<file path="config.mk">
export PLATFORM = sky130hd
export DESIGN_NAME = rrs_ram
export DESIGN_NICKNAME = d
export VERILOG_FILES = /design/src/rtl/core/rrs_ram.sv
export SDC_FILE = /design/constraint.sdc
export NUM_CORES = 1
export LEC_CHECK = 0
export ABC_AREA = 0
export BUFFER_PORTS_ARGS = -buffer_cell sky130_fd_sc_hd__buf_4
export CAP_MARGIN = 20
export CORE_MARGIN = 4
export CORE_UTILIZATION = 40
export CTS_BUF_LIST = sky130_fd_sc_hd__clkbuf_8
export CTS_CLUSTER_SIZE = 12
export DETAILED_ROUTE_END_ITERATION = 8
export SYNTH_ARGS = -nofsm -noshare
export SYNTH_HDL_FRONTEND = slang
export SYNTH_SLANG_ARGS = --single-unit
</file>
<file path="constraint.sdc">
create_clock -name clk -period 2.3 [get_ports clk]
set_input_delay 0.46 -clock clk [delete_from_list [all_inputs] [get_ports clk]]
set_output_delay 0.46 -clock clk [all_outputs]
set_load 0.1 [all_outputs]
</file>
<file path="src/rtl/core/rrs_ram.sv">
// rrs_ram: generic single-write, single-read synchronous ram, registered read
// no dependencies
module rrs_ram #(
	parameter int WIDTH = 8,
	parameter int DEPTH = 16
) (
	input  logic                                 clk,
	input  logic                                 we,
	input  logic [(DEPTH > 1 ? $clog2(DEPTH) : 1)-1:0] waddr,
	input  logic [WIDTH-1:0]                     wdata,
	input  logic [(DEPTH > 1 ? $clog2(DEPTH) : 1)-1:0] raddr,
	output logic [WIDTH-1:0]                     rdata
);

	logic [WIDTH-1:0] mem_q [DEPTH];
	logic [WIDTH-1:0] rdata_q;

	always_ff @(posedge clk) begin
		if (we) begin
			mem_q[waddr] <= wdata;
		end
		rdata_q <= mem_q[raddr];
	end

	assign rdata = rdata_q;

endmodule

</file>
==> reports/metrics.yaml, run 1 <==
cts:
  cts_tree: "yes"
  cts_buffers: 17
  cts_max_path_buffers: 2
  cts_sinks: 136
  root_buffer: "clkbuf_8"
  htreeDepth: 4
  cts_setup_buffers: 0
  clk_pin_slew_worst_paths_ns: 0.08
  clkLatencyLatePin_ns: 0.42
  hold_buffers: 0
  cts_resized: 0
floorplanning:
  rows: 41
  core_um2: 12600
  die_x_um: 121
  io-pin-count: 26
  start_util_pct: 40.8
  die_h_um: 121
  die-area_um2: 14700
yosys:
  synth_top_family_by_area: "multiplexers"
  synth-compound-area-share_pct: 2.33
  syn_avg_cell_area_um2: 22.5
  synthAdderAreaFrac_pct: 0
  synth.distinct_cells: 19
  synth_nets: 247
  synth-warning-count: 0
  ys_seq_area_share_pct: 77.8
  synth_mux_area_share_pct: 15.0
  synth_xor_area_share_pct: 0
  syn_area_um2: 5150
  synth-seq-cells: 136
  synth_simple_gate_area_share_pct: 3.18
  synthCells: 229
critical_path:
  r2r-start: "mem_q[1][3]"
  path_class: "reg2out"
  arrival_ns: 1.05
  endpoint_kind: "primary output"
  cpPeakStageDelay_ns: 0.35
  cp_max_fo: 1
  crit_start: "rdata[5]"
  worst_path_dominant_cell_family: "flip-flops"
  path_buf_inv: 1
  required_ns: 1.84
  crit_chain: "buf_4"
  worstSetupStartpointType: "register"
  slowest_stage: "dfxtp_1"
layout:
  nNetsFinal: 299
  area_delta_synth_final_pct: 16.6
  multi_input_area_um2: 1060
  n_antenna_cell: 0
  stdcell_count: 466
  drive_gt1_share_pct: 31.3
  final_cell_mix: "edfxtp_1, buf_4, mux4_2"
  layout_commonest_cell: "edfxtp_1"
  n_fill_cell: 1063
  seqCellArea_um2: 4000
sta:
  rsz0062_at_grt: "false"
  setup_viol: 0
  period_share_pct: 65.9
  slew_headroom_pct: 51.9
  max_freq_ghz: 0.660
  finClkSkew_ns: 0.00865
  worstMarginPinSlew_ns: 0.719
  slew_viol_final: 0
  hold_violations: 0
  setup_ws_ns: 0.785
  whs_ns: 0.357
  finalSetupTns_ns: 0
  min_period_ns: 1.51
drt:
  drc: 0
  first_iter_violations: 201
  vias: 2382
  wl_per_cell_um: 21.1
  drtPass1Iterations: 4
  wl_mm: 9.81
  routed_via_density: 5.11
  drt.antenna.violating_nets: 0
power_and_ir_drop:
  ir_drop_mv: 0.410
  p_int_uw: 3860
  combPwrFrac_pct: 7.7
  power_density_nw_per_um2: 842
  switching_share_pct: 23.6
  seqPwrFrac_pct: 55.0
  pwr-share-clk_pct: 37.3
  leakage_uw: 0.00200
  netSwitchingPower_uw: 1190
outcome:
  status: "finished, final reports clean"
job:
  maxCapViolCount: 0
placed_design:
  port-buffer-count: 25
  place_ws_ns: 0.327
  gp_congestion: 0.730
  dp_cells: 434
  dp_hpwl_mm: 6.13
global_route:
  grt_pass1_vias: 2435
  antenna_found_initial: 0
  overflow: 0
  grt_pass1_wl_mm: 15.0
  grtUsageTotal_pct: 14.5
  grt_start_max_net_pins: 33
worst_hold_path:
  min_from: "wdata[3]"
  hp-class: "in2reg"
## sequential cells by signal, summed over array words and instances (netlist names)
name,cells
mem_q,128
rdata,8
## through the flow
stage	cell area [um^2]	total power, uW	utilization, %
after global placement	5610	3230	44.5
final	6000	5060	47.6
after detailed placement	5610	3230	44.5
after CTS	6000	5110	47.6
after global routing	6000	5260	47.6
after floorplan	5150	3100	-
## path summary, 6_finish.rpt
path                  end  slack [ns]  depth (start not counted)
max reg2reg      rdata[3]        0.95                          3
max              rdata[5]        0.79                          1
min reg2reg      rdata[0]        0.67                          3
min          mem_q[12][3]        0.36                          1
## final cells by class
class	instances	area share, %
clock buffers	17	3.90
well taps	172	3.59
repair buffers	43	5.59
clock inverters	15	2.59
multi-input cells	83	17.6
flip-flops and latches	136	66.7
## power groups by stage
stage	clock network, uW	registers [uW]	logic, uW
finish	1890	2780	389
global route	2060	2790	412
CTS	1930	2780	395
detailed placement	0	2840	394
global placement	0	2840	390
floorplan	0	2950	141
## worst reg2reg max path, stage by stage (launching register included)
cell and delay (ns):
edfxtp_1 0.35, mux4_1 0.52, a22oi_1 0.29, nand2_1 0.08
## cells in the mapped netlist
master           number  share of area [%]
edfxtp_1            128                 75
mux4_2               18                7.9
a22oi_1              16                2.3
mux4_1               14                7.1
nor2_1               13               0.95
nand2_1               9               0.66
dfxtp_1               8                3.1
nor3_1                4               0.39
buf_2                 3               0.29
buf_6                 3               0.66
clkdlybuf4s25_2       3               0.58
nand2b_1              2               0.24
nand3b_1              2               0.29
and2_1                1               0.12
and2b_1               1               0.15
buf_4                 1               0.15
nand3_1               1              0.097
nor2b_1               1               0.12
or3b_2                1               0.17
## kinds of logic after synthesis
kind of cell	count (synthesis)
buffers and inverters	10
and+or+nand+nor	35
AOI/OAI and AO/OA	16
DFF	136
muxes	32
## metal layers
metal	GRT usage, %	vias to the layer above	share of wire, %
met4	4.62	0	1.2
met2	22.2	52	49
met3	4.06	7	4.2
met1	20.1	1250	46
met5	0	-	0
li1	-	1073	-
No activity file was read; power rests on OpenSTA's default activity.
==> inputs of run 2 (changes only) <==
==> constraint.sdc (replaced) <==
create_clock -name clk -period 1.5 [get_ports clk]
set_input_delay 0.3 -clock clk [delete_from_list [all_inputs] [get_ports clk]]
set_output_delay 0.3 -clock clk [all_outputs]
set_load 0.1 [all_outputs]
==> reports/metrics.yaml, run 2 (synthesized netlist as in run 1, its figures left out) <==
outcome:
  status: "finished, final reports clean"  # unchanged
layout:
  largest_reg_flops: 128  # unchanged
  n_fill_cell: 1071  # was 1063
  layout_commonest_cell: "edfxtp_1"  # unchanged
  drive_gt1_share_pct: 33.9  # was 31.3%
  nNetsFinal: 309  # was 299
  n_antenna_cell: 0  # unchanged
  regMostFlops: "mem_q"  # unchanged
  area_delta_synth_final_pct: 19.4  # was 16.6%
  final_cell_mix: "edfxtp_1, buf_4, mux4_2, clkbuf_8, a22oi_1"  # was edfxtp_1, buf_4, mux4_2
power_and_ir_drop:
  pwr-share-clk_pct: 38.0  # was 37.3%
  leakage_uw: 0.00208  # was 0.00200 uW
  ir_drop_mv: 0.522  # was 0.410 mV
  netSwitchingPower_uw: 1770  # was 1190 uW
  power_density_nw_per_um2: 1290  # was 842 nW/um^2
  switching_share_pct: 22.4  # was 23.6%
  p_int_uw: 6140  # was 3860 uW
  seqPwrFrac_pct: 54.0  # was 55.0%
  combPwrFrac_pct: 8.0  # was 7.7%
global_route:
  antenna_found_initial: 0  # unchanged
  grt_start_max_net_pins: 17  # was 33
  grt_pass1_vias: 2476  # was 2435
  grt_pass1_wl_mm: 15.2  # was 15.0 mm
  overflow: 0  # unchanged
  grtUsageTotal_pct: 14.8  # was 14.5%
placed_design:
  port-buffer-count: 25  # unchanged
  gp_congestion: 0.744  # was 0.730
  place_ws_ns: -0.177  # was 0.327 ns
  dp_hpwl_mm: 6.61  # was 6.13 mm
cts:
  htreeDepth: 4  # unchanged
  cts_tree: "yes"  # unchanged
  cts_sinks: 136  # unchanged
  root_buffer: "clkbuf_8"  # unchanged
  cts_max_path_buffers: 2  # unchanged
  clkLatencyLatePin_ns: 0.43  # was 0.42 ns
  clk_pin_slew_worst_paths_ns: 0.08  # about the same
  cts_setup_buffers: 0  # unchanged
  cts_buffers: 17  # unchanged
  hold_buffers: 0  # unchanged
  cts_resized: 0  # unchanged
drt:
  drt.antenna.violating_nets: 0  # unchanged
  vias: 2400  # was 2382
  drtPass1Iterations: 4  # unchanged
  wl_per_cell_um: 21.1  # about the same
  drc: 0  # unchanged
  routed_via_density: 5.04  # was 5.11
  first_iter_violations: 188  # was 201
  wl_mm: 10.0  # was 9.81 mm
sta:
  worstMarginPinSlew_ns: 0.794  # was 0.719 ns
  period_share_pct: 92.7
  slew_headroom_pct: 47.0  # was 51.9%
  setup_ws_ns: 0.109  # was 0.785 ns
  slew_viol_final: 0  # unchanged
  whs_ns: 0.183  # was 0.357 ns
  setup_viol: 0  # unchanged
  hold_violations: 0  # unchanged
  max_freq_ghz: 0.719
  finClkSkew_ns: 0.00954  # was 0.00865 ns
  min_period_ns: 1.39
  rsz0062_at_grt: "false"  # unchanged
job:
  maxCapViolCount: 0  # unchanged
critical_path:
  cp_max_fo: 1  # unchanged
  endpoint_kind: "register"  # was primary output
  critPathCapture: "rdata[3]"  # was rdata[5]
  r2r-end: "rdata[3]"  # unchanged
  required_ns: 1.81  # was 1.84 ns
  worstSetupStartpointType: "register"  # unchanged
  path_class: "reg2reg"  # was reg2out
  crit_start: "mem_q[4][3]"  # was rdata[5]
  arrival_ns: 1.70  # was 1.05 ns
  r2r-start: "mem_q[4][3]"  # was mem_q[1][3]
  r2r_slack_ns: 0.11  # was 0.95 ns
  reg2regPathDepth: 3  # unchanged
worst_hold_path:
  hp-class: "in2reg"  # unchanged
floorplanning:
  core_um2: 12600  # unchanged
  io-pin-count: 26  # unchanged
  die-area_um2: 14700  # unchanged
  rows: 41  # unchanged
  die_x_um: 121  # unchanged
  die_h_um: 121  # unchanged
  start_util_pct: 40.8  # unchanged
-- run 2: cell count changes in the layout (fill, tap and decap cells not counted), moves of 2 or more --
cell / previous run / this run
buf_12: 1 / 5
inv_6: 3 / 1
clkinv_4: 3 / 0
buf_4: 42 / 48
clkinv_2: 1 / 4
-- run 2: power by group through the flow --
stage	Sequential, uW	Combinational [uW]	Clock [uW]
after CTS	4270	644	3060
after detailed placement	4360	641	0
after global placement	4350	630	0
after floorplan	4530	216	0
final	4270	634	3000
after global routing	4270	674	3250
-- run 2: critical path: stages, from the launching register on --
cell and delay (ns):
edfxtp_1 0.38, mux4_1 0.53, a22oi_1 0.28, nand2_1 0.09
-- run 2: metal layers --
metal	global-route usage, %	share of wire [%]	vias up
li1	-	-	1095
met1	19.0	43	1243
met2	24.4	51	56
met3	4.52	4.8	6
met4	4.62	0.92	0
met5	0	0	-
-- run 2: layout make-up --
class	instances	area, um^2	area share, %
well taps	172	215	3.50
clock inverters	14	156	2.54
multi-input cells	83	1060	17.3
flip-flops and latches	136	4000	65.1
clock buffers	18	248	4.03
repair buffers	53	460	7.49
-- run 2: worst min-delay path by stage --
stage | startpoint | endpoint | slack, ns | depth (start not counted)
finish | wdata[5] | mem_q[7][5] | 0.18 | 1
detailed placement | wdata[0] | mem_q[0][0] | 0.62 | 1
floorplan | wdata[0] | mem_q[0][0] | 0.40 | 0
CTS | wdata[7] | mem_q[6][7] | 0.16 | 1
global placement | wdata[0] | mem_q[1][0] | 0.61 | 1
global route | wdata[5] | mem_q[7][5] | 0.16 | 1
-- run 2: per-stage QoR --
| step | util, % | TNS, ns | total power (uW) | instance area, um^2 | std cells |
|---|---|---|---|---|---|
| 2_1_floorplan | - | -1.98 | 4750 | 5150 | 229 |
| 3_3_place_gp | 45.5 | -2.44 | 4980 | 5740 | 444 |
| 3_5_place_dp | 45.5 | -2.96 | 5000 | 5740 | 444 |
| 4_1_cts | 48.7 | 0 | 7980 | 6150 | 476 |
| 5_1_grt | 48.7 | 0 | 8200 | 6150 | 476 |
| 6_report | 48.7 | 0 | 7910 | 6150 | 476 |
==> inputs of run 3 (changes only) <==
--- a/config.mk
+++ b/config.mk
@@ -13,6 +13,7 @@
 export CTS_BUF_LIST = sky130_fd_sc_hd__clkbuf_8
 export CTS_CLUSTER_SIZE = 12
 export DETAILED_ROUTE_END_ITERATION = 8
+export RECOVER_POWER = 50
 export SYNTH_ARGS = -nofsm -noshare
 export SYNTH_HDL_FRONTEND = slang
 export SYNTH_SLANG_ARGS = --single-unit
==> reports/metrics.yaml, run 3 (synthesized netlist as in run 1, its figures left out) <==
global_route:
  grt_start_max_net_pins: 17  # unchanged
  grt_pass1_wl_mm: 15.2  # unchanged
  grt_pass1_vias: 2476  # unchanged
  overflow: 0  # unchanged
  grtUsageTotal_pct: 14.8  # unchanged
  antenna_found_initial: 0  # unchanged
cts:
  cts_max_path_buffers: 2  # unchanged
  hold_buffers: 0  # unchanged
  clk_pin_slew_worst_paths_ns: 0.07  # was 0.08 ns
  clkLatencyLatePin_ns: 0.43  # about the same
  htreeDepth: 4  # unchanged
  cts_sinks: 136  # unchanged
  cts_setup_buffers: 0  # unchanged
  cts_resized: 0  # unchanged
  root_buffer: "clkbuf_8"  # unchanged
  cts_tree: "yes"  # unchanged
  cts_buffers: 17  # unchanged
placed_design:
  dp_cells: 444  # unchanged
  dp_hpwl_mm: 6.61  # unchanged
  place_ws_ns: -0.177  # unchanged
  gp_congestion: 0.744  # unchanged
  port-buffer-count: 25  # unchanged
floorplanning:
  die_h_um: 121  # unchanged
  core_um2: 12600  # unchanged
  io-pin-count: 26  # unchanged
  die-area_um2: 14700  # unchanged
  rows: 41  # unchanged
  die_x_um: 121  # unchanged
  start_util_pct: 40.8  # unchanged
layout:
  largest_reg_flops: 128  # unchanged
  final_cell_mix: "edfxtp_1, buf_4, mux4_2, clkbuf_8, a22oi_1"  # unchanged
  regMostFlops: "mem_q"  # unchanged
  drive_gt1_share_pct: 30.3  # was 33.9%
  nNetsFinal: 309  # unchanged
  layout_commonest_cell: "edfxtp_1"  # unchanged
  n_antenna_cell: 0  # unchanged
  n_fill_cell: 1074  # was 1071
  stdcell_count: 476  # unchanged
  area_delta_synth_final_pct: 18.6  # was 19.4%
power_and_ir_drop:
  combPwrFrac_pct: 7.9  # was 8.0%
  power_density_nw_per_um2: 1290  # about the same
  pwr-share-clk_pct: 38.1  # was 38.0%
  p_int_uw: 6120  # was 6140 uW
  ir_drop_mv: 0.523  # was 0.522 mV
  seqPwrFrac_pct: 54.1  # was 54.0%
  leakage_uw: 0.00204  # was 0.00208 uW
  netSwitchingPower_uw: 1770  # about the same
  switching_share_pct: 22.5  # was 22.4%
sta:
  setup_ws_ns: 0.111  # was 0.109 ns
  worstMarginPinSlew_ns: 0.788  # was 0.794 ns
  period_share_pct: 92.6  # was 92.7%
  setup_viol: 0  # unchanged
  slew_viol_final: 0  # unchanged
  finClkSkew_ns: 0.00774  # was 0.00954 ns
  min_period_ns: 1.39  # about the same
  hold_violations: 0  # unchanged
  rsz0062_at_grt: "false"  # unchanged
  max_freq_ghz: 0.720  # was 0.719 GHz
  slew_headroom_pct: 47.4  # was 47.0%
critical_path:
  crit_chain: "mux4_1 -> a22oi_1 -> nand2_1"  # unchanged
  slowest_stage: "mux4_1"  # unchanged
  required_ns: 1.81  # about the same
  worstSetupStartpointType: "register"  # unchanged
  endpoint_kind: "register"  # unchanged
  arrival_ns: 1.70  # about the same
  path_class: "reg2reg"  # unchanged
  cpPeakStageDelay_ns: 0.53  # about the same
  cp_max_fo: 1  # unchanged
drt:
  drc: 0  # unchanged
  vias: 2415  # was 2400
  routed_via_density: 5.07  # was 5.04
  wl_per_cell_um: 21.1  # about the same
  drt.antenna.violating_nets: 0  # unchanged
  first_iter_violations: 200  # was 188
  drtPass1Iterations: 5  # was 4
  wl_mm: 10.0  # about the same
worst_hold_path:
  hp-class: "in2reg"  # unchanged
job:
  maxCapViolCount: 0  # unchanged
outcome:
  status: "finished, final reports clean"  # unchanged
## run 3: cell types whose count changed in the layout (fill, tap and decap cells not counted), sizes merged
cell,delta
buf,-12
clkbuf,+12
## run 3: path summary, 6_finish.rpt
| kind | start | cells past startpoint | endpoint | slack, ns |
|---|---|---|---|---|
| max | mem_q[4][3] | 3 | rdata[3] | 0.11 |
| min | waddr[1] | 3 | mem_q[0][7] | 0.40 |
| max reg2reg | mem_q[4][3] | 3 | rdata[3] | 0.11 |
| min reg2reg | mem_q[14][7] | 3 | rdata[7] | 0.66 |
## run 3: final cells by class
type / instances / area [um^2] / area share [%]
sequential: 136 / 4000 / 65.6
clock buffer: 18 / 248 / 4.06
tap: 172 / 215 / 3.53
timing repair buffer: 53 / 419 / 6.87
clock inverter: 14 / 156 / 2.56
multi-input combinational: 83 / 1060 / 17.4
## run 3: power by group through the flow
stage,Combinational [uW],Sequential (uW),Clock (uW)
2_1_floorplan,216,4530,0
6_report,622,4270,3010
3_5_place_dp,641,4360,0
5_1_grt,661,4280,3250
4_1_cts,644,4270,3060
3_3_place_gp,630,4350,0
## run 3: per-layer routing
layer  wire length (um)  up-vias  global-route usage, %
met1               4460     1265                   19.0
met2               5090       51                   24.4
met3                392        5                   4.52
li1                   -     1094                      -
met4                 92        0                   4.62
met5                  0        -                      0
## run 3: critical path, delay by kind of cell (launching register included)
family           cells  cell delay, ns
AO/OA/AOI/OAI        1            0.28
flip-flops           1            0.38
AND/OR/NAND/NOR      1            0.09
multiplexers         1            0.53
## run 3: per-stage QoR
step / hold slack, ns / TNS (ns) / total power, uW / util [%] / cell area (um^2)
floorplan: 0.399 / -1.98 / 4750 / - / 5150
global placement: 0.607 / -2.44 / 4980 / 45.5 / 5740
detailed placement: 0.618 / -2.96 / 5000 / 45.5 / 5740
CTS: 0.157 / 0 / 7980 / 48.7 / 6150
global route: 0.373 / 0 / 8190 / 48.4 / 6100
finish: 0.398 / 0 / 7900 / 48.4 / 6100
