File: config.mk
export PLATFORM = sky130hd
export DESIGN_NAME = rrs_qstate
export DESIGN_NICKNAME = d
export VERILOG_FILES = /design/src/rtl/core/rrs_ram.sv /design/src/rtl/core/rrs_qstate.sv
export SDC_FILE = /design/constraint.sdc
export NUM_CORES = 1
export LEC_CHECK = 0
export ABC_AREA = 0
export BUFFER_PORTS_ARGS = -buffer_cell sky130_fd_sc_hd__buf_2
export CAP_MARGIN = 20
export CORE_UTILIZATION = 60
export DETAILED_ROUTE_END_ITERATION = 8
export GPL_ROUTABILITY_DRIVEN = 0
export PLACE_DENSITY_LB_ADDON = 0.1
export SYNTH_ARGS = -nofsm -noshare
export SYNTH_HDL_FRONTEND = slang
export SYNTH_SLANG_ARGS = --single-unit
File: constraint.sdc
create_clock -name clk -period 2.2 [get_ports clk]
set_input_delay 0.44 -clock clk [delete_from_list [all_inputs] [get_ports clk]]
set_output_delay 0.44 -clock clk [all_outputs]
set_load 0.01 [all_outputs]
File: src/rtl/core/rrs_ram.sv
// rrs_ram: generic single-write, single-read synchronous ram, registered read
// no dependencies
module rrs_ram #(
	parameter int WIDTH = 8,
	parameter int DEPTH = 16
) (
	input  logic                                 clk,
	input  logic                                 we,
	input  logic [(DEPTH > 1 ? $clog2(DEPTH) : 1)-1:0] waddr,
	input  logic [WIDTH-1:0]                     wdata,
	input  logic [(DEPTH > 1 ? $clog2(DEPTH) : 1)-1:0] raddr,
	output logic [WIDTH-1:0]                     rdata
);

	logic [WIDTH-1:0] mem_q [DEPTH];
	logic [WIDTH-1:0] rdata_q;

	always_ff @(posedge clk) begin
		if (we) begin
			mem_q[waddr] <= wdata;
		end
		rdata_q <= mem_q[raddr];
	end

	assign rdata = rdata_q;

endmodule

File: src/rtl/core/rrs_qstate.sv
// rrs_qstate: per-queue pointer memory (head, tail, fill count) that reads as
// zero until an entry is first written; valid bits cleared by reset
// depends on rrs_ram
module rrs_qstate #(
	parameter int WIDTH = 8,
	parameter int DEPTH = 8
) (
	input  logic                                 clk,
	input  logic                                 arst_n,
	input  logic                                 we,
	input  logic [(DEPTH > 1 ? $clog2(DEPTH) : 1)-1:0] waddr,
	input  logic [WIDTH-1:0]                     wdata,
	input  logic [(DEPTH > 1 ? $clog2(DEPTH) : 1)-1:0] raddr,
	output logic [WIDTH-1:0]                     rdata
);

	logic [DEPTH-1:0] valid_q;
	logic             rd_valid_q;
	logic [WIDTH-1:0] ram_rdata;

	rrs_ram #(
		.WIDTH(WIDTH),
		.DEPTH(DEPTH)
	) u_ram (
		.clk  (clk),
		.we   (we),
		.waddr(waddr),
		.wdata(wdata),
		.raddr(raddr),
		.rdata(ram_rdata)
	);

	always_ff @(posedge clk or negedge arst_n) begin
		if (!arst_n) begin
			valid_q    <= '0;
			rd_valid_q <= 1'b0;
		end else begin
			rd_valid_q <= valid_q[raddr];
			if (we) begin
				valid_q[waddr] <= 1'b1;
			end
		end
	end

	assign rdata = rd_valid_q ? ram_rdata : '0;

endmodule

==> results of run 1 <==
worst reg2reg max path, delay by kind of cell, from the launching register on:
kind	cells	cell delay [ns]
muxes	2	0.81
DFF	1	0.39
final cells by class:
| class | instances | area share |
|---|---|---|
| clock buffer | 11 | 0.03657 |
| clock inverter | 5 | 0.01602 |
| inverter | 4 | 0.004180 |
| multi-input combinational | 53 | 0.2142 |
| sequential | 81 | 0.6423 |
| tap | 67 | 0.02334 |
| timing repair buffer | 38 | 0.06339 |
cell families (layout without fill, tap and decap cells):
group | count (synthesis) | after routing | synth area share
mux | 27 | 27 | 0.1838
compound gates | 5 | 5 | 0.01362
flops | 81 | 81 | 0.7385
buf+inv | 11 | 58 | 0.02122
simple gates | 21 | 21 | 0.04285
metrics by stage:
step / utilization / hold WS, ns / std cells / instance area (um^2)
after CTS: 0.7362 / 0.3442 / 259 / 3592
final: 0.7362 / 0.3537 / 259 / 3592
after detailed placement: 0.6954 / 0.3053 / 242 / 3393
after global placement: 0.6954 / 0.2904 / 242 / 3393
after global routing: 0.7362 / 0.3549 / 259 / 3592
after floorplan: - / 0.1444 / 145 / 3124
routing by layer:
metal  vias up  track usage  share of wire
met5         -            0              0
li1        679            -              -
met2        33       0.3677           0.51
met4         0       0.1026          0.020
met1       783       0.2923           0.43
met3        11      0.05420          0.039
path summary, 6_finish.rpt:
kind	slack [ns]	start	to	cells after the start
worst max register to register	0.88	valid_q[3]	rd_valid_q	2
max in group asynchronous	1.55	arst_n	valid_q[5]	2
min in group asynchronous	0.46	arst_n	valid_q[1]	2
worst min register to register	0.48	valid_q[2]	valid_q[2]	2
worst max-delay path	0.58	rd_valid_q	rdata[5]	2
worst min-delay path	0.35	wdata[6]	u_ram.mem_q[0][6]	1
power by group through the flow:
stage | Sequential [uW] | Combinational [uW] | Clock [uW]
global placement | 1760 | 199 | 0
CTS | 1730 | 208 | 1050
detailed placement | 1770 | 206 | 0
global route | 1740 | 224 | 1100
floorplan | 1760 | 122 | 0
finish | 1730 | 205 | 1030
cell usage after synthesis:
cell type,n
nor4bb_1,2
a41o_1,2
edfxtp_1,64
nand2_1,2
mux2_2,9
and2_1,8
buf_1,1
nor4b_1,1
nor3_1,2
clkbuf_1,3
o31ai_1,2
buf_12,1
dfxtp_1,8
nor3b_1,2
or2_2,3
mux4_1,18
buf_2,1
nor2_1,1
dfrtp_1,9
o21bai_1,1
buf_6,1
inv_1,4
flip-flops by register name, indices dropped and copies added, names as in the netlist:
register	flops
rd_valid_q	1
u_ram.mem_q	64
u_ram.rdata	8
valid_q	8
cells in the final DEF (no fill, tap or decap), types with 3 or more instances in the layout:
master,Yosys,routed
edfxtp_1,64,64
inv_1,4,4
buf_4,0,13
clkinvlp_4,0,3
and2_1,8,8
dfrtp_1,9,9
or2_2,3,3
buf_2,1,24
clkbuf_8,0,9
mux2_2,9,9
mux4_1,18,18
dfxtp_1,8,8
==> impl_metrics.tcl, run 1 <==
set metrics [dict create \
    finalHoldViolCount 0 \
    n_antenna_cell 0 \
    synth_largest_area_cell "edfxtp_1" \
    grt_max_degree 19 \
    drc 0 \
    p_seq_frac 0.584 \
    antenna_found_initial 0 \
    synthTopCellsByArea "edfxtp_1 (62%), mux4_1 (15%), dfrtp_1 (7.2%)" \
    initial_utilization 0.6403 \
    port-buffer-count 24 \
    dp_hpwl_um 3459 \
    area_delta_synth_final_pct 14.98 \
    tightest_slew_ns 0.5255 \
    post-place-ws_ns 0.2952 \
    setup_violations 0 \
    min_path_type "in -> reg" \
    synth_area_um2 3124 \
    vias_per_cell 5.815 \
    rsz0062_at_grt "false" \
    tns_ns 0 \
    comb_power_share 0.069 \
    cts_tree "built" \
    cts_sinks 81 \
    boundaryPins 25 \
    synth_nets 162 \
    wirelength_um 5330 \
    post_cts_buffers 0 \
    core-area_um2 4880 \
    p_int_uw 2340 \
    maxSlewViolCount 0 \
    track_usage 0.2257 \
    fin_ws_ns 0.5832 \
    ys_seq_area_frac 0.7385 \
    end_kind "output pin" \
    maxCapViolCount 0 \
    ys_ff_latch 81 \
    crit_buf_inv 1 \
    slowest_stage "dfrtp_1" \
    syn_avg_cell_area_um2 21.55 \
    vias 1506 \
    clkPwrFrac 0.347 \
    cp.required_ns 1.76 \
    cp.arrival_ns 1.18 \
    switching_share 0.2112 \
    fin_crit_ns 1.617 \
    grt_pass1_vias 1570 \
    grt_pass1_wl_um 8217 \
    htreeDepth 3 \
    path_cells "and2_1 -> buf_2" \
    synth_top_area_frac 0.6151 \
    cts_root_buffer "clkbuf_8" \
    wl_per_cell_um 20.58 \
    post-route-period-util 0.7349 \
    n_fill_cell 316 \
    overflow 0 \
    max_stage_delay_ns 0.52 \
    leakagePower_uw 0.001279 \
    power_density_nw_per_um2 825.8 \
    cts-hold-fix-buffers 1 \
    fp.dieH_um 74.16 \
    cp_top_family "flip-flops" \
    total_power_uw 2966 \
    fp-row-count 25 \
    dr.pass1.iters 4 \
    drtIter0Drc 111 \
    status "finished, final reports clean" \
    cts_resized 0 \
    vdd_drop_max_mv 0.5018 \
    fin_nets 204 \
    cts_buffers 9 \
    dieArea_um2 5500 \
    synthDistinctLibCells 22 \
    syn_inst 145 \
    worst_clock_skew_ns 0.006459 \
    dieWidth_um 74.16 \
    max_freq_mhz 618.5 \
    multi_input_area_um2 769.5 \
    startpoint_type "flop" \
    insertion_delay_ns 0.34 \
    synth_warnings 0 \
    max_slew_margin 0.6496 \
    cts_buffer_depth 2 \
    p_sw_uw 626.6 \
    regArea_um2 2307 \
    final_layout_size_suffix_gt1_frac 0.3438 \
    ant_nets 0 \
    critical_path_class "reg -> out" \
    path_max_fanout 8 \
    clk_pin_slew_worst_paths_ns 0.08 \
]
(Power assumes the default switching activity.)
==> run 2, diff against run 1 <==
ABC_AREA = 1   (was 0)
CORE_UTILIZATION = 59   (was 60)
clock period = 1.52 ns   (was 2.2 ns; I/O delays follow)
==> run 2 against run 1 <==
Register-to-register slack lost 0.27 ns. Critical path depth grew 1. Largest cell class unchanged. Power grew 59%. Clock skew grew 0.0023 ns. Critical path type unchanged. Largest power group unchanged.
==> impl_metrics.tcl, run 2 <==
set metrics [dict create \
    status "finished, final reports clean" \
    dieWidth_um 78.77 \
    cts_buffers 9 \
    mostFrequentLayoutCell "nand2_1" \
    cts_sinks 81 \
    comb_power_share 0.072 \
    track_usage 0.2525 \
    drc 0 \
    max_stage_delay_ns 0.47 \
    core-area_um2 5608 \
    drtIter0Drc 332 \
    grt_util_met3 0.05287 \
    hold_start "wdata[1]" \
    finalHoldViolCount 0 \
    dpl_cell_area_um2 3670 \
    synth_ff_type "edfxtp_1" \
    met2_usage 0.3739 \
    synth_largest_area_cell "edfxtp_1" \
    vdd_drop_max_mv 0.8146 \
    final_layout_size_suffix_gt1_frac 0.1294 \
    startpoint "rd_valid_q" \
    cts_root_buffer "clkbuf_8" \
    ff2ff_setup_slack_ns 0.61 \
    synth_warnings 0 \
    boundaryPins 25 \
    tns_ns 0 \
    max_slew_margin 0.7258 \
    min_to "u_ram.mem_q[2][1]" \
    syn_inst 362 \
    worstReg2RegStart "u_ram.mem_q[7][0]" \
    clk_pin_slew_worst_paths_ns 0.08 \
    slowest_stage "dfrtp_2" \
    grt_max_degree 37 \
    clkPwrFrac 0.398 \
    synthTopCellsByCount "nand2_1 (131), inv_1 (83), edfxtp_1 (64)" \
    yosysMostFrequentCell "nand2_1" \
    end_kind "output pin" \
    dieArea_um2 6205 \
    max_freq_mhz 722.7 \
    synthTopCellsByArea "edfxtp_1 (55%), nand2_1 (14%), inv_1 (9.0%)" \
    largest_reg_flops 64 \
    vias_per_cell 4.981 \
    post_cts_buffers 0 \
    final_util 0.6997 \
    final_cell_mix "nand2_1 (131), inv_1 (83), edfxtp_1 (64)" \
    maxCapViolCount 0 \
    port-buffer-count 24 \
    synth_area_um2 3477 \
    fp-row-count 27 \
    wirelength_um 6938 \
    cp.required_ns 1.22 \
    overflow 0 \
    path_max_fanout 8 \
    synth_nets 379 \
    htreeDepth 3 \
    post-route-period-util 0.9103 \
    fin_crit_ns 1.384 \
    p_seq_frac 0.530 \
    ant_nets 0 \
    fin_nets 414 \
    initial_utilization 0.6200 \
    power_density_nw_per_um2 1202 \
    insertion_delay_ns 0.35 \
    setup_violations 0 \
    rsz0062_at_grt "false" \
    n_antenna_cell 0 \
    grt_pass1_vias 2195 \
    path_cells "nand2_1 -> inv_1 -> buf_2" \
    busiest_layer "met2" \
    largest-register "u_ram.mem_q" \
    synth_edf_count 64 \
    cp.arrival_ns 1.08 \
    reg2regPathDepth 6 \
    p_sw_uw 1010 \
    cp_top_family "flip-flops" \
    synth_top_area_frac 0.5527 \
    dp_hpwl_um 4496 \
    synthDistinctLibCells 14 \
    async_reset_ff_frac 0.1111 \
    wl_per_cell_um 14.64 \
    worst_clock_skew_ns 0.008731 \
    cts_buffer_depth 2 \
    ys_ff_latch 81 \
    r2r_end "u_ram.rdata[0]" \
    dr.pass1.iters 4 \
    tightest_slew_ns 0.4112 \
    p_int_uw 3706 \
    crit_buf_inv 2 \
    maxSlewViolCount 0 \
    cts_tree "built" \
    area_delta_synth_final_pct 12.85 \
    met1_usage 0.3657 \
    ys_seq_area_frac 0.6635 \
    antenna_found_initial 0 \
    startpoint_type "flop" \
    fin_area_um2 3924 \
    syn_avg_cell_area_um2 9.605 \
    leakagePower_uw 0.001940 \
    grt_pass1_wl_um 11190 \
    min_path_type "in -> reg" \
    critical_path_class "reg -> out" \
    vias 2361 \
    fp.dieH_um 78.77 \
    hold-path-cell-count 1 \
    switching_share 0.2141 \
]
-- run 2: changes by cell type after synthesis, sizes merged, moves of 9 or more --
cell	previous run	this run
inv	4	85
mux4	18	0
nand2	2	131
nand3	0	36
mux2	9	0
-- run 2: kinds of logic after synthesis --
logic type | synth area share
simple gates | 0.2019
buf+inv | 0.1231
flops | 0.6635
compound gates | 0.01152
-- run 2: worst max path at each step --
stage,cells after the start,endpoint
5_1_grt,3,rdata[0]
2_1_floorplan,3,u_ram.mem_q[0][0]
3_3_place_gp,5,u_ram.mem_q[2][3]
4_1_cts,3,rdata[0]
6_report,3,rdata[0]
3_5_place_dp,4,u_ram.mem_q[1][3]
-- run 2: stage by stage --
stage	hold WS (ns)	setup WS [ns]	power (uW)	cells
detailed placement	0.1659	0.1512	2883	457
floorplan	0.008409	0.2926	2757	362
finish	0.2514	0.1363	4715	474
global placement	0.1646	0.2014	2874	457
global route	0.2557	0.08424	4862	474
CTS	0.2500	0.04087	4728	474
-- run 2: what timing repair did --
item,4_1_cts,5_1_grt
endpoints found under the setup margin,0,4
hold buffers,1,0
endpoints found under the hold margin,9,0
gates resized for setup,0,1
-- run 2: per-layer routing --
metal  wire length (um)  part of all wire  vias up
met5                  0                 0        -
met2               3337              0.48       80
li1                   -                 -     1171
met3                507             0.073        8
met4                 70             0.010        0
met1               3022              0.44     1102
-- run 2: final cells by class --
class | instances | area [um^2]
Clock buffer | 10 | 137.6
Clock inverter | 6 | 105.1
Fill cell | 449 | 1684
Inverter | 86 | 327.8
Multi-Input combinational cell | 183 | 742.0
Sequential cell | 81 | 2308
Tap cell | 72 | 90.09
Timing Repair Buffer | 36 | 212.7
-- run 2: power by group through the flow --
stage | sequential, uW | clock, uW | combinational [uW]
floorplan | 2540 | 0 | 220
global placement | 2540 | 0 | 329
detailed placement | 2550 | 0 | 335
CTS | 2500 | 1890 | 340
global route | 2510 | 1970 | 387
finish | 2500 | 1880 | 341
-- run 2: worst reg2reg max path, delay by kind of cell, from the launching register on --
| kind | cells | cell delay [ns] |
|---|---|---|
| DFF | 1 | 0.39 |
| and+or+nand+nor | 5 | 0.36 |
| buffers and inverters | 1 | 0.07 |
==> run 3, diff against run 2 <==
CTS_CLUSTER_DIAMETER = 40   (was default)
GPL_ROUTABILITY_DRIVEN = 1   (was 0)
clock period = 1.55 ns   (was 1.52 ns; I/O delays follow)
==> run 3 against run 2 <==
Setup slack lost 0.014 ns. Clock-buffer cell count is the same. Core utilization shrank 0.60 points. Wire length shrank 0.39%. Flip-flop and latch count is the same. Non-clock buffer count is the same. Global-route usage shrank 0.20 points. Critical path depth is the same. Final cell count is the same. Register-to-register slack gained 0.02 ns. Largest power group unchanged. Highest routed layer unchanged. Die area is the same. Hold slack gained 0.0057 ns.
==> impl_metrics.tcl, run 3 (same netlist as run 2, synthesis figures left out) <==
set metrics [dict create \
    antenna_found_initial 0 \
    port-buffer-count 24 \
    hold_slack_ns 0.2571 \
    grt_pass1_vias 2236 \
    max_slew_margin 0.7302 \
    final_cell_mix "nand2_1 (131), inv_1 (83), edfxtp_1 (64)" \
    mostFrequentLayoutCell "nand2_1" \
    wl_per_cell_um 14.58 \
    switching_share 0.2241 \
    critical_path_class "reg -> out" \
    largest-register "u_ram.mem_q" \
    final_util 0.6937 \
    final_layout_size_suffix_gt1_frac 0.1294 \
    dr.pass1.iters 5 \
    drc 0 \
    end_kind "output pin" \
    initial_utilization 0.6200 \
    power_density_nw_per_um2 1136 \
    fin_ws_ns 0.1221 \
    hold_start "wdata[6]" \
    ant_nets 0 \
    p_sw_uw 990.6 \
    area_delta_synth_final_pct 11.87 \
    overflow 0 \
    tns_ns 0 \
    drtIter0Drc 245 \
    post-place-ws_ns 0.1600 \
    clkPwrFrac 0.371 \
    worstReg2RegStart "u_ram.mem_q[6][7]" \
    dieWidth_um 78.77 \
    largest_reg_flops 64 \
    finalHoldViolCount 0 \
    maxCapViolCount 0 \
    min_path_type "in -> reg" \
    vdd_drop_max_mv 0.6674 \
    min_to "u_ram.mem_q[1][6]" \
    dp_hpwl_um 4544 \
    grt_max_degree 37 \
    post_cts_buffers 0 \
    htreeDepth 3 \
    ff2ff_setup_slack_ns 0.63 \
    rsz0062_at_grt "false" \
    p_seq_frac 0.554 \
    core-area_um2 5608 \
    wirelength_um 6911 \
    worst_clock_skew_ns 0.009146 \
    vias_per_cell 5.091 \
    cts_buffer_depth 2 \
    n_antenna_cell 0 \
    path_max_fanout 8 \
    vias 2413 \
    comb_power_share 0.075 \
    r2r_end "u_ram.rdata[7]" \
    grt_pass1_wl_um 11080 \
    post-route-period-util 0.9212 \
    cts_buffers 9 \
    startpoint_type "flop" \
    cts_root_buffer "clkbuf_8" \
    cp.arrival_ns 1.12 \
    insertion_delay_ns 0.35 \
    gp_congestion 0.7761 \
    status "finished, final reports clean" \
    fp.dieH_um 78.77 \
    cts_resized 0 \
    setup_violations 0 \
    p_int_uw 3430 \
    fin_nets 414 \
    maxSlewViolCount 0 \
    max_freq_mhz 700.3 \
    fp-row-count 27 \
    tightest_slew_ns 0.4047 \
    cts_sinks 81 \
    dieArea_um2 6205 \
    reg2regPathDepth 6 \
    hold-path-cell-count 1 \
    track_usage 0.2505 \
    fin_crit_ns 1.428 \
    boundaryPins 25 \
    cp.required_ns 1.24 \
    leakagePower_uw 0.001929 \
    cts_tree "built" \
    clk_pin_slew_worst_paths_ns 0.08 \
]
==> run 3: worst max-delay path by stage <==
| stage | startpoint | to | slack [ns] |
|---|---|---|---|
| finish | rd_valid_q | rdata[0] | 0.12 |
| detailed placement | we | u_ram.mem_q[1][3] | 0.16 |
| global placement | waddr[0] | u_ram.mem_q[2][3] | 0.23 |
| CTS | rd_valid_q | rdata[0] | 0.09 |
| global route | rd_valid_q | rdata[6] | 0.04 |
| floorplan | waddr[0] | u_ram.mem_q[0][0] | 0.32 |
==> run 3: layer usage <==
| metal | share of wire | routed length (um) | global-route usage |
|---|---|---|---|
| met2 | 0.47 | 3225 | 0.3878 |
| met3 | 0.066 | 455 | 0.03793 |
| met4 | 0.019 | 133 | 0.1074 |
| met1 | 0.45 | 3097 | 0.3550 |
| met5 | 0 | 0 | 0 |
==> run 3: cell type report <==
| cell class | count | area, um^2 |
|---|---|---|
| Fill cell | 438 | 1718 |
| Sequential cell | 81 | 2307 |
| Tap cell | 72 | 90.09 |
| Inverter | 86 | 327.8 |
| Clock inverter | 6 | 82.58 |
| Multi-Input combinational cell | 183 | 742.0 |
| Timing Repair Buffer | 36 | 212.7 |
| Clock buffer | 10 | 127.6 |
==> run 3: what timing repair did <==
action / in CTS / in global routing
setup endpoints to repair: 0 / 0
hold endpoints to repair: 9 / 0
hold buffers: 1 / 0
==> run 3: power groups by stage <==
stage / combinational (uW) / sequential [uW] / clock (uW)
after floorplan: 216 / 2490 / 0
after global placement: 323 / 2500 / 0
after detailed placement: 330 / 2500 / 0
after CTS: 335 / 2450 / 1650
after global routing: 378 / 2460 / 1730
final: 333 / 2450 / 1640
==> run 3: per-stage QoR <==
step / total power (uW) / cells / cell area (um^2)
2_1_floorplan: 2703 / 362 / 3477
3_3_place_gp: 2818 / 457 / 3670
3_5_place_dp: 2828 / 457 / 3670
4_1_cts: 4436 / 474 / 3890
5_1_grt: 4562 / 474 / 3890
6_report: 4420 / 474 / 3890
==> run 3: worst max-delay path, stage by stage (launching register included) <==
cell and delay, ns:
dfrtp_1 0.50, nand2_1 0.10, inv_1 0.07, buf_2 0.12
